[src/rtl/msalu_pkg.sv]
// Shared types and constants for the integer execute unit.
// No dependencies.
`default_nettype none
package msalu_pkg;

  typedef enum logic [5:0] {
    OP_ADD = 6'd0, OP_ADDU = 6'd1, OP_SUB = 6'd2, OP_SUBU = 6'd3,
    OP_MUL = 6'd4, OP_MULU = 6'd5, OP_DIV = 6'd6, OP_DIVU = 6'd7,
    OP_XOR = 6'd8, OP_REM = 6'd9, OP_REMU = 6'd10, OP_NEG = 6'd11,
    OP_NOT = 6'd12, OP_LI = 6'd13, OP_MOVE = 6'd14, OP_MFHI = 6'd15,
    OP_MFLO = 6'd16, OP_SEQ = 6'd17, OP_SGE = 6'd18, OP_SGT = 6'd19,
    OP_SLE = 6'd20, OP_SLT = 6'd21, OP_SNE = 6'd22, OP_B = 6'd23,
    OP_BEQ = 6'd24, OP_BNE = 6'd25, OP_BGE = 6'd26, OP_BLE = 6'd27,
    OP_BGT = 6'd28, OP_BLT = 6'd29, OP_J = 6'd30, OP_JAL = 6'd31,
    OP_JR = 6'd32, OP_JALR = 6'd33
  } op_t;

  localparam logic [5:0] OP_LAST = 6'd33;
  localparam logic [4:0] LINK_REG = 5'd31;

  // Classified operation handed from front to back.
  typedef struct packed {
    logic [5:0]  op;
    logic        valid_op;
    logic        is_div;     // div/divu/rem/remu
    logic        is_signed;
    logic        is_mul;
    logic [4:0]  dest_reg;
    logic [4:0]  src1_reg;
    logic [4:0]  src2_reg;
    logic [31:0] immediate;
    logic        use_imm;
    logic        hi_lo_form;
    logic [31:0] target_address;
    logic [31:0] next_pc;
  } cmd_t;

  typedef struct packed {
    logic        write_enable;
    logic [4:0]  write_reg;
    logic [31:0] write_value;
    logic        hilo_written;
    logic        redirect;
    logic [31:0] redirect_target;
    logic        divide_by_zero;
  } res_t;

endpackage
`default_nettype wire

[src/rtl/msalu_front.sv]
// Front end: accepts words, classifies the opcode, holds a two-entry queue.
// Depends on msalu_pkg.
`default_nettype none
module msalu_front (
  input  wire logic              clk,
  input  wire logic              rst,
  input  wire logic              in_valid,
  output logic                   in_ready,
  input  wire msalu_pkg::cmd_t   in_cmd,
  output logic                   q_valid,
  input  wire logic              q_ready,
  output msalu_pkg::cmd_t        q_cmd
);
  import msalu_pkg::*;

  cmd_t       mem [2];
  logic       wr_ptr, rd_ptr;
  logic [1:0] count;
  cmd_t       cls;
  logic       push, pop;

  always_comb begin
    cls = in_cmd;
    cls.valid_op  = (in_cmd.op <= OP_LAST);
    cls.is_div    = (in_cmd.op == OP_DIV) || (in_cmd.op == OP_DIVU) ||
                    (in_cmd.op == OP_REM) || (in_cmd.op == OP_REMU);
    cls.is_mul    = (in_cmd.op == OP_MUL) || (in_cmd.op == OP_MULU);
    cls.is_signed = (in_cmd.op == OP_DIV) || (in_cmd.op == OP_REM) ||
                    (in_cmd.op == OP_MUL);
  end

  assign in_ready = (count != 2'd2);
  assign q_valid  = (count != 2'd0);
  assign q_cmd    = mem[rd_ptr];
  assign push     = in_valid && in_ready;
  assign pop      = q_valid && q_ready;

  always_ff @(posedge clk) begin
    if (push) mem[wr_ptr] <= cls;
  end

  always_ff @(posedge clk) begin
    if (rst) begin
      wr_ptr <= 1'b0;
      rd_ptr <= 1'b0;
      count  <= 2'd0;
    end else begin
      if (push) wr_ptr <= ~wr_ptr;
      if (pop)  rd_ptr <= ~rd_ptr;
      count <= count + {1'b0, push} - {1'b0, pop};
    end
  end

  a_count_max: assert property (@(posedge clk) disable iff (rst) count <= 2'd2)
    else $error("queue overfilled");
  a_no_pop_empty: assert property (@(posedge clk) disable iff (rst)
    count == 2'd0 |-> !q_valid) else $error("pop from empty queue");
  a_full_stall: assert property (@(posedge clk) disable iff (rst)
    count == 2'd2 |-> !in_ready) else $error("push into full queue");
endmodule
`default_nettype wire

[config.mk]
export PLATFORM = sky130hd
export DESIGN_NAME = msalu_front
export DESIGN_NICKNAME = d
export VERILOG_FILES = /design/src/rtl/msalu_pkg.sv /design/src/rtl/msalu_front.sv
export SDC_FILE = /design/constraint.sdc
export NUM_CORES = 1
export LEC_CHECK = 0
export ABC_AREA = 1
export BUFFER_PORTS_ARGS = -buffer_cell sky130_fd_sc_hd__buf_2
export CORE_ASPECT_RATIO = 0.75
export CORE_MARGIN = 3
export CORE_UTILIZATION = 25
export DETAILED_ROUTE_END_ITERATION = 10
export PLACE_DENSITY_LB_ADDON = 0.08
export RECOVER_POWER = 100
export SKIP_CTS_REPAIR_TIMING = 1
export SYNTH_ARGS = -nofsm -noshare
export SYNTH_HDL_FRONTEND = slang
export SYNTH_SLANG_ARGS = --single-unit
[constraint.sdc]
create_clock -name clk -period 14.2 [get_ports clk]
set_clock_uncertainty 0.05 [all_clocks]
set_input_delay 0.71 -clock clk [delete_from_list [all_inputs] [get_ports clk]]
set_output_delay 0.71 -clock clk [all_outputs]
set_load 0.01 [all_outputs]
==> metrics.md <==
| Metric | Value |
|---|---|
| Largest cells by area after synthesis | `edfxtp_1, mux2_4, mux2_2` |
| DRT Wirelength | `roughly 21,000 µm` |
| Final worst hold slack | `304.1 ps` |
| Worst Tran Pin Value | `3481 ps` |
| Status | `finished with violations` |
| CP Cell Sequence | `inv_1 > nand2_1 > nand2_1 > nor2_1 > clkbuf_1 > clkbuf_1` |
| Max Clock Freq | `0.1302 GHz` |
| Clock sinks | `around 250` |
| GRT overflow | `0` |
| Fin. max-slew vios | `385` |
| CP max-delay cell | `clkbuf_1` |
| Die ar. | `~40,000 µm²` |
| Area leader, netlist | `edfxtp_1` |
| Initial antenna violation count | `5` |
| Ys Warns | `0` |
| Critical Path Start Type | `flop` |
| Final net count | `832` |
| Setup TNS Final | `0 ps` |
| Layout cells sized above 1 | `0.3167` |
| Row cnt | `61` |
| Period utilization | `0.5408` |
| Failing checks | `max-capacitance violations, max-slew violations` |
| P per Cell Area | `178.2 nW/µm²` |
| FF+latch count, synth | `251` |
| Buffers added on ports | `about 250` |
| Vias per cell | `roughly 4` |
| Drt pass-1 iters | `4` |
| Slew headroom | `-1.321` |
| Initial Util | `0.2544` |
| Crit Path Category | `reg -> reg` |
| Critical path data arrival time | `7700 ps` |
| DIE HEIGHT | `174.6 µm` |
| CP required | `14,220 ps` |
| Final Hold Fails | `0` |
| Core area | `around 37,000 µm²` |
| I/O pins | `252` |
| Clock power share | `0.316` |
| CP max FO | `52` |
| Clock Tree Buf Depth | `3` |
| Most common cell after layout, fill and taps aside | `edfxtp_1` |
| First-pass GRT wire length | `30,470 µm` |
| Switch Pwr | `approximately 0.00057 W` |
| Gr usage total | `0.09762` |
| Min-Delay Path Class | `in -> reg` |
| Hold depth | `2` |
| Seq/Total Area, Yosys | `0.7903` |
| Setup violators final | `0` |
| H-tree depth | `1` |
| Distinct cells, synth | `18` |
| Max-cap check violation count | `9` |
| Register share of total power | `0.472` |
| Clk_lat worst skew | `530 ps` |
| Post-synth top area share | `0.7797` |
| Vias in the first global route | `5,166` |
| Syn Nets | `about 560` |
| Clock Tree Root | `clkbuf_16` |
| DIE WIDTH | `roughly 230 µm` |
| Total internal power | `approximately 0.0015 W` |
| Power Total | `0.002080 W` |
| Crit end category | `flop` |
| Switch share | `0.2735` |
| TritonCTS buffer count | `28` |
| Wire length per cell | `16.97 µm` |
| Syn-to-layout area delta | `23.18%` |
| Detailed Place HPWL | `approximately 14,000 µm` |
| CTS tree | `yes` |
| # DRC | `0` |
| Synth Cell Area | `between 9000 and 10,000 µm²` |
| Most frequent cells in the layout | `edfxtp_1, buf_2, clkbuf_1` |
| Critical path's largest stage delay | `2380 ps` |
| Iteration-0 DRC Markers | `154` |
| Final ANT Viol Nets | `0` |
| Total vias in the final route | `4,810` |
| Worst reg2reg path depth | `6` |
| LEAKAGE | `roughly 4 nW` |
| Crit path time final | `7680 ps` |
| RSZ-0062 raised after global routing | `no` |
| Avg Synthesized Cell Area | `roughly 22 µm²` |
| Largest net degree at the start of global routing | `between 50 and 60` |
| Maximum VDD drop | `a little over 0.08 mV` |
| Synthesized instance count | `435` |
| Comb power frac | `0.211` |
| Gpl congestion | `a little under 0.7` |
| Clock transition at path regs | `approximately 60 ps` |
synth_stat cells, drive strengths merged:
cell type  count
a21oi          2
o31ai          2
o21ai          1
ha             1
edfxtp       246
nor2          10
nand3          2
nand2         12
nand4          1
dfxtp          5
xnor2          1
mux2         123
buf           14
nor3           2
inv           13
routing by layer:
| metal | GRT usage | routed length (µm) |
|---|---|---|
| met1 | 0.1181 | 8912 |
| met4 | 0.02761 | 460 |
| met2 | 0.1579 | 9545 |
| met3 | 0.04417 | 1822 |
| met5 | 0 | 49 |
layout make-up:
cell class	instances	area, µm²
diodes	1	2.502
clock buffers	34	744.5
clock inverters	12	77.57
fillers	3818	25580
inverters	13	48.80
multi-input cells	157	1556
flip-flops and latches	251	7487
well taps	504	630.6
repair buffers	253	1122
state kept, by name, summed over array words and instances, names as in the netlist, named ones only:
name	cells
mem	246
rd_ptr	1
count	2
wr_ptr	1
power by group through the flow:
stage               combinational [W]  clock [W]  sequential [W]
floorplan                    0.000347          0        0.000994
global placement             0.000517          0        0.000992
detailed placement           0.000524          0        0.000999
CTS                          0.000526   0.000691        0.000984
global route                 0.000487   0.000720        0.000995
finish                       0.000440   0.000657        0.000983
stage by stage:
step / instance area, µm² / cells / worst slack, ps / utilization
floorplan: 9474 / 435 / 7560 / -
global placement: 11270 / 1178 / 10420 / 0.3027
detailed placement: 11270 / 1178 / 10310 / 0.3027
CTS: 12100 / 1224 / 10610 / 0.3248
global route: 11670 / 1225 / 5524 / 0.3133
finish: 11670 / 1225 / 6520 / 0.3133
critical path, delay by kind of cell, from the launching register on:
family                 cells  cell delay (ps)
AND/OR/NAND/NOR            3             2510
buffers and inverters      3             4260
flip-flops                 1              350
cells by family (layout without fill, tap and decap cells):
group / count (synthesis) / in the layout / synth area share
flops: 251 / 251 / 0.7903
mux: 123 / 123 / 0.1739
simple gates: 27 / 27 / 0.01149
buf+inv: 27 / 312 / 0.01889
compound gates: 5 / 5 / 0.003169
fa+ha+maj: 1 / 1 / 0.001320
xor+xnor: 1 / 1 / 0.0009246
other cells: 0 / 1 / 0
final timing paths:
kind,to,startpoint,slack [ps]
min reg2reg,rd_ptr$_SDFFE_PP0P_,rd_ptr$_SDFFE_PP0P_,460
max reg2reg,mem[1][50]$_DFFE_PP_,count[0]$_SDFF_PP0_,6520
min,count[0]$_SDFF_PP0_,rst,300
max,mem[1][50]$_DFFE_PP_,count[0]$_SDFF_PP0_,6520
(Power assumes the default switching activity.)
